===== src/rtl/core/idrm_pkg.sv =====
`timescale 1ns / 1ps

package idrm_pkg;

	// command codes on the cmd field
	localparam logic CMD_ADD   = 1'b0;
	localparam logic CMD_XLATE = 1'b1;

	// result status codes
	localparam logic [2:0] ST_OK         = 3'd0;
	localparam logic [2:0] ST_FULL       = 3'd1;
	localparam logic [2:0] ST_OVERFLOW   = 3'd2;
	localparam logic [2:0] ST_OVERLAP    = 3'd3;
	localparam logic [2:0] ST_NOT_MAPPED = 3'd4;

	// source of the result host id
	localparam logic [1:0] HS_ZERO = 2'd0;
	localparam logic [1:0] HS_CONT = 2'd1;
	localparam logic [1:0] HS_MAP  = 2'd2;

	// one stored range
	typedef struct packed {
		logic [31:0] cont_start;
		logic [31:0] host_start;
		logic [31:0] length;
	} entry_t;

	// controller to datapath
	typedef struct packed {
		logic       load;
		logic       idx_clr;
		logic       idx_inc;
		logic       wr;
		logic       res_we;
		logic [2:0] res_code;
		logic [1:0] host_sel;
		logic       out_load;
	} ctl_cmd_t;

	// datapath to controller
	typedef struct packed {
		logic is_add;
		logic full;
		logic ovf;
		logic empty;
		logic hit;
		logic last;
		logic out_hold;
	} dp_stat_t;

endpackage


===== src/rtl/core/id_range_map_table_unit.sv =====
`timescale 1ns / 1ps
// range-based id translation, one table for user ids and one for group ids
// input channel: in_valid / in_stall carry cmd, map_select, cont_id,
//   host_start and range_len; a transfer happens when in_valid is high and
//   in_stall low. cmd add appends a range, cmd translate looks one id up
// output channel: out_valid / out_stall carry status and host_id, one
//   result per input transfer, in order
// timing: items are worked one at a time. after the input transfer the
//   controller runs the early checks, then walks stored entries one by one
//   through the single comparator, then loads the output register; no walk
//   is needed when the early checks settle the item, and at most the whole
//   table is walked. the walk is set by the one-entry-per-cycle read port
//   of the entry ram
// a finished result sits in the output register while the next item is
//   taken in; if the receiver keeps out_stall high, the next result waits
//   in the result registers and in_stall stays high until the register frees up
// reset: entry counts of both tables go to zero and the output is empty;
//   the entry ram itself needs no clearing since only counted entries are read

module id_range_map_table_unit #(
	parameter int MAX_ENTRIES = 5
) (
	input  logic        clk,
	input  logic        arst_n,
	input  logic        in_valid,
	output logic        in_stall,
	input  logic        cmd,
	input  logic        map_select,
	input  logic [31:0] cont_id,
	input  logic [31:0] host_start,
	input  logic [31:0] range_len,
	output logic        out_valid,
	input  logic        out_stall,
	output logic [2:0]  status,
	output logic [31:0] host_id
);

	import idrm_pkg::*;

	// command and status between controller and datapath
	ctl_cmd_t ctl;
	dp_stat_t stat;

	// state machine: idle, early checks, entry walk, output load
	idrm_ctrl u_ctrl (
		.clk      (clk),
		.arst_n   (arst_n),
		.in_valid (in_valid),
		.in_stall (in_stall),
		.stat     (stat),
		.ctl      (ctl)
	);

	// item registers, entry ram, comparator, counts and output register
	idrm_dp #(
		.MAX_ENTRIES (MAX_ENTRIES)
	) u_dp (
		.clk        (clk),
		.arst_n     (arst_n),
		.cmd        (cmd),
		.map_select (map_select),
		.cont_id    (cont_id),
		.host_start (host_start),
		.range_len  (range_len),
		.out_stall  (out_stall),
		.out_valid  (out_valid),
		.status     (status),
		.host_id    (host_id),
		.ctl        (ctl),
		.stat       (stat)
	);

endmodule


===== src/rtl/core/idrm_ram.sv =====
`timescale 1ns / 1ps

module idrm_ram #(
	parameter int WIDTH = 96,
	parameter int DEPTH = 16
) (
	input  logic                     clk,
	input  logic                     we,
	input  logic [$clog2(DEPTH)-1:0] waddr,
	input  logic [WIDTH-1:0]         wdata,
	input  logic [$clog2(DEPTH)-1:0] raddr,
	output logic [WIDTH-1:0]         rdata
);

	logic [WIDTH-1:0] mem_q [DEPTH];

	always_ff @(posedge clk) begin
		if (we) begin
			mem_q[waddr] <= wdata;
		end
		rdata <= mem_q[raddr];
	end

endmodule


===== src/rtl/core/idrm_ctrl.sv =====
`timescale 1ns / 1ps

module idrm_ctrl (
	input  logic                clk,
	input  logic                arst_n,
	input  logic                in_valid,
	output logic                in_stall,
	input  idrm_pkg::dp_stat_t  stat,
	output idrm_pkg::ctl_cmd_t  ctl
);

	import idrm_pkg::*;

	localparam logic [1:0] S_IDLE  = 2'd0;
	localparam logic [1:0] S_CHECK = 2'd1;
	localparam logic [1:0] S_WALK  = 2'd2;
	localparam logic [1:0] S_DONE  = 2'd3;

	logic [1:0] state_q;
	logic [1:0] state_d;

	assign in_stall = (state_q != S_IDLE);

	always_comb begin
		state_d      = state_q;
		ctl          = '0;
		ctl.res_code = ST_OK;
		ctl.host_sel = HS_ZERO;
		case (state_q)
			S_IDLE: begin
				if (in_valid) begin
					ctl.load = 1'b1;
					state_d  = S_CHECK;
				end
			end
			S_CHECK: begin
				ctl.idx_clr = 1'b1;
				if (stat.is_add) begin
					if (stat.full) begin
						ctl.res_we   = 1'b1;
						ctl.res_code = ST_FULL;
						state_d      = S_DONE;
					end else if (stat.ovf) begin
						ctl.res_we   = 1'b1;
						ctl.res_code = ST_OVERFLOW;
						state_d      = S_DONE;
					end else if (stat.empty) begin
						ctl.wr     = 1'b1;
						ctl.res_we = 1'b1;
						state_d    = S_DONE;
					end else begin
						state_d = S_WALK;
					end
				end else if (stat.empty) begin
					ctl.res_we   = 1'b1;
					ctl.host_sel = HS_CONT;
					state_d      = S_DONE;
				end else begin
					state_d = S_WALK;
				end
			end
			S_WALK: begin
				if (stat.hit) begin
					ctl.res_we = 1'b1;
					if (stat.is_add) begin
						ctl.res_code = ST_OVERLAP;
					end else begin
						ctl.host_sel = HS_MAP;
					end
					state_d = S_DONE;
				end else if (stat.last) begin
					ctl.res_we = 1'b1;
					if (stat.is_add) begin
						ctl.wr = 1'b1;
					end else begin
						ctl.res_code = ST_NOT_MAPPED;
					end
					state_d = S_DONE;
				end else begin
					ctl.idx_inc = 1'b1;
				end
			end
			S_DONE: begin
				if (!stat.out_hold) begin
					ctl.out_load = 1'b1;
					state_d      = S_IDLE;
				end
			end
			default: begin
				state_d = S_IDLE;
			end
		endcase
	end

	always_ff @(posedge clk or negedge arst_n) begin
		if (!arst_n) begin
			state_q <= S_IDLE;
		end else begin
			state_q <= state_d;
		end
	end

endmodule


===== src/rtl/core/idrm_dp.sv =====
`timescale 1ns / 1ps

module idrm_dp #(
	parameter int MAX_ENTRIES = 5
) (
	input  logic               clk,
	input  logic               arst_n,
	input  logic               cmd,
	input  logic               map_select,
	input  logic [31:0]        cont_id,
	input  logic [31:0]        host_start,
	input  logic [31:0]        range_len,
	input  logic               out_stall,
	output logic               out_valid,
	output logic [2:0]         status,
	output logic [31:0]        host_id,
	input  idrm_pkg::ctl_cmd_t ctl,
	output idrm_pkg::dp_stat_t stat
);

	import idrm_pkg::*;

	localparam int IDXW  = (MAX_ENTRIES > 1) ? $clog2(MAX_ENTRIES) : 1;
	localparam int CNTW  = $clog2(MAX_ENTRIES + 1);
	localparam int AW    = IDXW + 1;
	localparam int DEPTH = 2 << IDXW;

	// latched item
	logic        cmd_q;
	logic        sel_q;
	logic [31:0] cont_q;
	logic [31:0] host_q;
	logic [31:0] len_q;

	logic [1:0][CNTW-1:0] cnt_q;
	logic [CNTW-1:0]      cnt;
	logic [IDXW-1:0]      idx_q;
	logic [IDXW-1:0]      idx_d;

	entry_t      rd_ent;
	entry_t      wr_ent;
	logic [31:0] cont_end;
	logic [31:0] host_end;
	logic        cont_in;
	logic        host_in;
	logic [31:0] mapped;

	logic [2:0]  res_status_q;
	logic [31:0] res_host_q;
	logic        out_valid_q;
	logic [2:0]  status_q;
	logic [31:0] host_id_q;

	assign cnt = cnt_q[sel_q];

	always_comb begin
		if (ctl.idx_clr) begin
			idx_d = '0;
		end else if (ctl.idx_inc) begin
			idx_d = idx_q + IDXW'(1);
		end else begin
			idx_d = idx_q;
		end
	end

	assign wr_ent.cont_start = cont_q;
	assign wr_ent.host_start = host_q;
	assign wr_ent.length     = len_q;

	idrm_ram #(
		.WIDTH ($bits(entry_t)),
		.DEPTH (DEPTH)
	) u_ram (
		.clk   (clk),
		.we    (ctl.wr),
		.waddr ({sel_q, cnt[IDXW-1:0]}),
		.wdata (wr_ent),
		.raddr (AW'({sel_q, idx_d})),
		.rdata (rd_ent)
	);

	// range checks on the entry read out, end point wraps at 32 bits
	assign cont_end = rd_ent.cont_start + rd_ent.length - 32'd1;
	assign host_end = rd_ent.host_start + rd_ent.length - 32'd1;
	assign cont_in  = (rd_ent.cont_start <= cont_q) && (cont_q <= cont_end);
	assign host_in  = (rd_ent.host_start <= host_q) && (host_q <= host_end);
	assign mapped   = rd_ent.host_start + (cont_q - rd_ent.cont_start);

	assign stat.is_add   = (cmd_q == CMD_ADD);
	assign stat.full     = (cnt >= CNTW'(MAX_ENTRIES));
	assign stat.ovf      = (cont_q > ~len_q) || (host_q > ~len_q);
	assign stat.empty    = (cnt == '0);
	assign stat.hit      = cont_in || (stat.is_add && host_in);
	assign stat.last     = ((CNTW'(idx_q) + CNTW'(1)) == cnt);
	assign stat.out_hold = out_valid_q && out_stall;

	always_ff @(posedge clk) begin
		if (ctl.load) begin
			cmd_q  <= cmd;
			sel_q  <= map_select;
			cont_q <= cont_id;
			host_q <= host_start;
			len_q  <= range_len;
		end
		idx_q <= idx_d;
		if (ctl.res_we) begin
			res_status_q <= ctl.res_code;
			case (ctl.host_sel)
				HS_CONT: res_host_q <= cont_q;
				HS_MAP:  res_host_q <= mapped;
				default: res_host_q <= '0;
			endcase
		end
		if (ctl.out_load) begin
			status_q  <= res_status_q;
			host_id_q <= res_host_q;
		end
	end

	always_ff @(posedge clk or negedge arst_n) begin
		if (!arst_n) begin
			cnt_q       <= '0;
			out_valid_q <= 1'b0;
		end else begin
			if (ctl.wr) begin
				cnt_q[sel_q] <= cnt + CNTW'(1);
			end
			if (ctl.out_load) begin
				out_valid_q <= 1'b1;
			end else if (!out_stall) begin
				out_valid_q <= 1'b0;
			end
		end
	end

	assign out_valid = out_valid_q;
	assign status    = status_q;
	assign host_id   = host_id_q;

endmodule


===== config.mk =====
export PLATFORM = sky130hd
export DESIGN_NAME = id_range_map_table_unit
export DESIGN_NICKNAME = d
export VERILOG_FILES = /design/src/rtl/core/idrm_pkg.sv /design/src/rtl/core/id_range_map_table_unit.sv /design/src/rtl/core/idrm_ram.sv /design/src/rtl/core/idrm_ctrl.sv /design/src/rtl/core/idrm_dp.sv
export SDC_FILE = /design/constraint.sdc
export NUM_CORES = 2
export LEC_CHECK = 0
export BUFFER_PORTS_ARGS = -buffer_cell sky130_fd_sc_hd__buf_2
export CAP_MARGIN = 20
export CORE_MARGIN = 4
export CORE_UTILIZATION = 63
export DETAILED_ROUTE_END_ITERATION = 6
export PLACE_DENSITY = 0.8
export SYNTH_ARGS = -nofsm -noshare
export SYNTH_HDL_FRONTEND = slang
export SYNTH_HIERARCHICAL = 1
export SYNTH_SLANG_ARGS = --single-unit

===== constraint.sdc =====
create_clock -name clk -period 14.8 [get_ports clk]
set_input_delay 2.22 -clock clk [delete_from_list [all_inputs] [get_ports clk]]
set_output_delay 2.22 -clock clk [all_outputs]
set_load 0.03 [all_outputs]

# == Word-level counts from Yosys, hierarchy flattened ==
# Memory sizes are Yosys's and may differ from the RTL's. A register that Yosys moved wholly into a read port is not among the register bits.
# Index checks and enable logic that the tools add are counted.
# word_totals
ramBits,1536
out_inout_bits,37
n_memories,1
register_bits,180
input_bits,102
wordCells,104
# memory_table
memory,words,word_bits,rd,rd_clocked_by_memory_dff,wr,line_no,rtl
u_dp.u_ram.mem_q,16,96,1,1,1,idrm_ram.sv:15,logic [WIDTH-1:0] mem_q [DEPTH];
# classes
magnitude_cmp,9
n_reduce_logical,11
n_bitwise,2
n_eq_ne,10
mux,49
add_sub_neg,8
# ops
op,count
$le 32x32->1,4
$add 32x32->32,3
$gt 32x32->1,2
$pmux 32 s2,1
$sub 32x1->32 const B,2
$not 32->32,1
$sub 32x32->32,1
$mux 2,13
$mux 1,21
$mux 3,7
$pmux 7 s2,1
$mux 4,2
$pmux 2 s4,1
$add 3x1->3 const B,2
$bwmux 6,1
$eq 2x2->1 const B,3
$logic_and 1x1->1,5
$mux 5,1
$eq 2x1->1 const B,2
$ne 2x2->1 const B,2
$demux 3 s1,1
$eq 3x3->1,1
$ge 3x3->1 const B,1
$logic_not 3->1,1
9 further kinds,10

# == Depth between registers and ports, before layout ==
# logic_depth
depth_word,10
mapped_depth,34

# == Hierarchy ==
# The synthesis kept the hierarchy.
# modules_own_cells
module,seq_area_each_um2,cells_each,area_each_um2,n_inst
idrm_ram,48046.1,2460,59355.7,1
idrm_dp,5280.1,1816,17360.4,1
idrm_ctrl,50.0,39,312.8,1

# == Worst setup path after synthesis ==
# OpenSTA, ideal clock, no wires.
# synth_path
kind,register -> register
startpoint,"register u_dp.u_ram.rdata[65], read port of u_dp.u_ram.mem_q"
endpoint,memory u_dp.u_ram.mem_q[0][0] (enable)
t_arrival_ps,11823
n_path_buf,0
slack_ps,2309
setup_ps,668
synth_period_minus_slack_ps,12491
required_time_ps,14132
stages_incl_launch_ff,26
path_cell_list,dfxtp_1 > inv_1 > ha_1 > inv_1 > ha_1 > inv_1 > fa_1 > nor2b_4 > o31a_1 > or3_4 > a32o_1 > a41o_1 > a2111o_1 > a31oi_4 > o21a_1 > nor4_2 > ha_1 > nand4_1 > nor4_1 > a221oi_1 > a31oi_1 > o32ai_1 > nand3b_1 > a21oi_1 > or3b_2 > nor3_1
# synth_rtl
element,line_no,rtl
from (decl),idrm_ram.sv:12,output logic [WIDTH-1:0] rdata
to (decl),idrm_ram.sv:15,

==> impl_metrics.env <==
export IMPL_outcome="finished, violations left"
export IMPL_violations="DRC"
export IMPL_maxSlewHeadroom_pct=25.8
export IMPL_root_buffer="clkbuf_16"
export IMPL_fin_nets=5081
export IMPL_grt_pass1_vias=43578
export IMPL_ys_warnings_count=6
export IMPL_tns_ns=0
export IMPL_grt_pass1_wl_um=294000
export IMPL_ys_ff_latch=1812
export IMPL_ant_nets=0
export IMPL_die_area_mm2=0.128
export IMPL_crit_fanout=126
export IMPL_ctsResizeCount=0
export IMPL_dp_slack_ns=5.98
export IMPL_synth_top_cell_area_share_pct=66.4
export IMPL_ys_types=72
export IMPL_synth_top_cells_by_count="edfxtp_1 (1704), mux4_2 (384), inv_1 (370)"
export IMPL_synth_area_leaders="edfxtp_1 (66%), mux4_2 (11%), ha_1 (5.8%)"
export IMPL_fmax_mhz=110
export IMPL_pin_count=139
export IMPL_ff_latch_area_mm2=0.0534
export IMPL_rsz0062_at_grt="no"
export IMPL_cts_setup_buffers=0
export IMPL_final_period_utilization_pct=61.3
export IMPL_stdcell_area_mm2=0.0857
export IMPL_dieWidth_um=358
export IMPL_antenna_found_initial=10
export IMPL_clockBufferDepth=3
export IMPL_vias=42824
export IMPL_synthArstFlopShare_pct=0.497
export IMPL_gp_congestion=0.948
export IMPL_grt_max_degree=127
export IMPL_die_h_um=358
export IMPL_cts_hold_buf=0
export IMPL_grt_usage_pct=32.0
export IMPL_seq_area_frac_synth_pct=69.3
export IMPL_worstSetupPathType="flop to flop"
export IMPL_worstPathArrival_ns=9.73
export IMPL_syn_inst=4315
export IMPL_syn_area_mm2=0.0770
export IMPL_portBuffers=138
export IMPL_synth_main_ff_cell="edfxtp_1"
export IMPL_drt_first_pass_iters=7
export IMPL_worst_pin_slew_ns=1.11
export IMPL_synth_edf_count=1704
export IMPL_crit_path_max_incr_delay_ns=0.80
export IMPL_worstSkewPairLatency_ns=0.83
export IMPL_period_minus_slack_ns=9.08
export IMPL_clock_sinks=1812
export IMPL_ir_worst_vdd_uv=292
export IMPL_drtIter0Drc=5852
export IMPL_dp_hpwl_um=115000
export IMPL_hold_path_class="flop to flop"
export IMPL_viasPerCell=6.73
export IMPL_powerDensity_mw_per_mm2=236
export IMPL_skew_ns=0.0407
export IMPL_drive_gt1_share_pct=19.7
export IMPL_n_fill_cell=7215
export IMPL_avgSynthCellArea_um2=17.9
export IMPL_start_kind="flop"
export IMPL_htree_levels=4
export IMPL_p_leak_nw=30.2
export IMPL_clk_pin_slew_ns=0.07
export IMPL_setup_viol=0
export IMPL_setup_worst_path_end_class="flop"
export IMPL_placed_cell_area_mm2=0.0801
export IMPL_core_region_area_mm2=0.122
export IMPL_areaGrowthSynthToFinish_pct=11.2
export IMPL_yosysMostFrequentCell="edfxtp_1"
export IMPL_final_max_slew_viol_count=0
export IMPL_cp_slowest_cell="buf_4"
export IMPL_worstRegToRegCells=31
export IMPL_cts_tree="yes"
export IMPL_hold_viol=0
export IMPL_multi_input_area_mm2=0.0216
export IMPL_drv_cap=0
export IMPL_row_count=128
export IMPL_layout_setup_ws_ns=5.72
export IMPL_routed_wl_um=201000
export IMPL_route_detailed_drc=2
export IMPL_grt_overflow_total=0
export IMPL_min_path_cells=0
export IMPL_yosysTopAreaCell="edfxtp_1"
export IMPL_syn_nets=4807
export IMPL_routedWlPerCell_um=31.5
export IMPL_start_util_pct=63.4
export IMPL_cts_inserted_buffers=174
export IMPL_required_ns=15.46
cell usage in the layout (no fill, tap or decap), types with 121 or more instances in the layout:
cell	instances
nand2_1	147
a21oi_1	121
inv_1	370
clkbuf_16	179
edfxtp_1	1704
ha_1	357
a21o_1	140
mux4_2	384
a22oi_1	207
buf_2	138
logic make-up (layout without fill, tap and decap cells):
logic type	Yosys count	after routing	synth area share, %
DFF	1812	1812	69.3
AOI/OAI and AO/OA	656	656	5.91
buffers and inverters	524	945	2.87
and+or+nand+nor	445	445	2.84
muxes	394	394	11.4
adders and majority gates	390	390	6.66
xor gates and xnor gates	94	94	1.07
other	0	3	0
path summary, 6_finish.rpt:
kind                                                    from                       endpoint  slack (ns)
setup reg to reg                 u_dp/u_ram/rdata[1]$_DFF_P_   u_dp/u_ram/rdata[41]$_DFF_P_        5.72
max in group asynchronous                             arst_n      u_dp/cnt_q[0]$_DFFE_PN0P_       13.37
hold / removal             u_dp/res_host_q[31]$_SDFFCE_PN0P_     u_dp/host_id[31]$_DFFE_PP_        0.42
min in group asynchronous                             arst_n  u_ctrl/state_q[1]$_DFFE_PN0P_        1.24
hold reg to reg            u_dp/res_host_q[31]$_SDFFCE_PN0P_     u_dp/host_id[31]$_DFFE_PP_        0.42
setup / recovery                 u_dp/u_ram/rdata[1]$_DFF_P_   u_dp/u_ram/rdata[41]$_DFF_P_        5.72
final cells by class:
class	count	area share, %
clock inverters	94	1.01
well taps	1625	2.37
multi-input cells	1979	25.2
diodes	3	0.00876
clock buffers	229	5.52
repair buffers	252	1.95
inverters	370	1.62
flip-flops and latches	1812	62.3
critical path: cells and delay by family (launching register included):
kind                     cells  cell delay, ns
AO/OA/AOI/OAI               10            2.58
buffers and inverters        7            2.39
AND/OR/NAND/NOR              8            1.73
adder cells (fa/ha/maj)      4            1.09
multiplexers                 2            0.62
flip-flops                   1            0.31
report_power, final:
part / internal [mW] / switching (mW)
Sequential: 6.11 / 0.330
Combinational: 4.12 / 5.24
Clock: 2.44 / 1.94
Total: 12.7 / 7.51
flip-flops by register name, summed over array words and instances, names as in the netlist, 2 cells and up:
signal             count
u_dp/u_ram/mem_q    1536
u_dp/u_ram/rdata      96
u_dp/cont_q           32
u_dp/host_id          32
u_dp/host_q           32
u_dp/len_q            32
u_dp/res_host_q       32
u_dp/cnt_q             6
u_dp/idx_q             3
u_dp/res_status_q      3
u_dp/status            3
u_ctrl/state_q         2
metrics by stage:
stage / utilization (%) / total power [mW] / hold slack (ns) / instances
after global routing: 70.5 / 21.4 / 0.428 / 6361
after floorplan: - / 13.5 / 0.400 / 4315
after CTS: 70.5 / 20.1 / 0.422 / 6360
after detailed placement: 65.9 / 15.7 / 0.405 / 6037
final: 70.5 / 20.2 / 0.419 / 6364
after global placement: 65.8 / 15.5 / 0.403 / 6034
routing by layer:
metal | GRT usage (%) | vias up | part of all wire, %
met5 | 0 | - | 0.026
met2 | 51.2 | 3018 | 48
met4 | 11.9 | 8 | 4.0
met1 | 44.3 | 21687 | 36
met3 | 6.58 | 470 | 11
li1 | - | 17641 | -
Note: power is estimated with default switching activity, not from simulation.
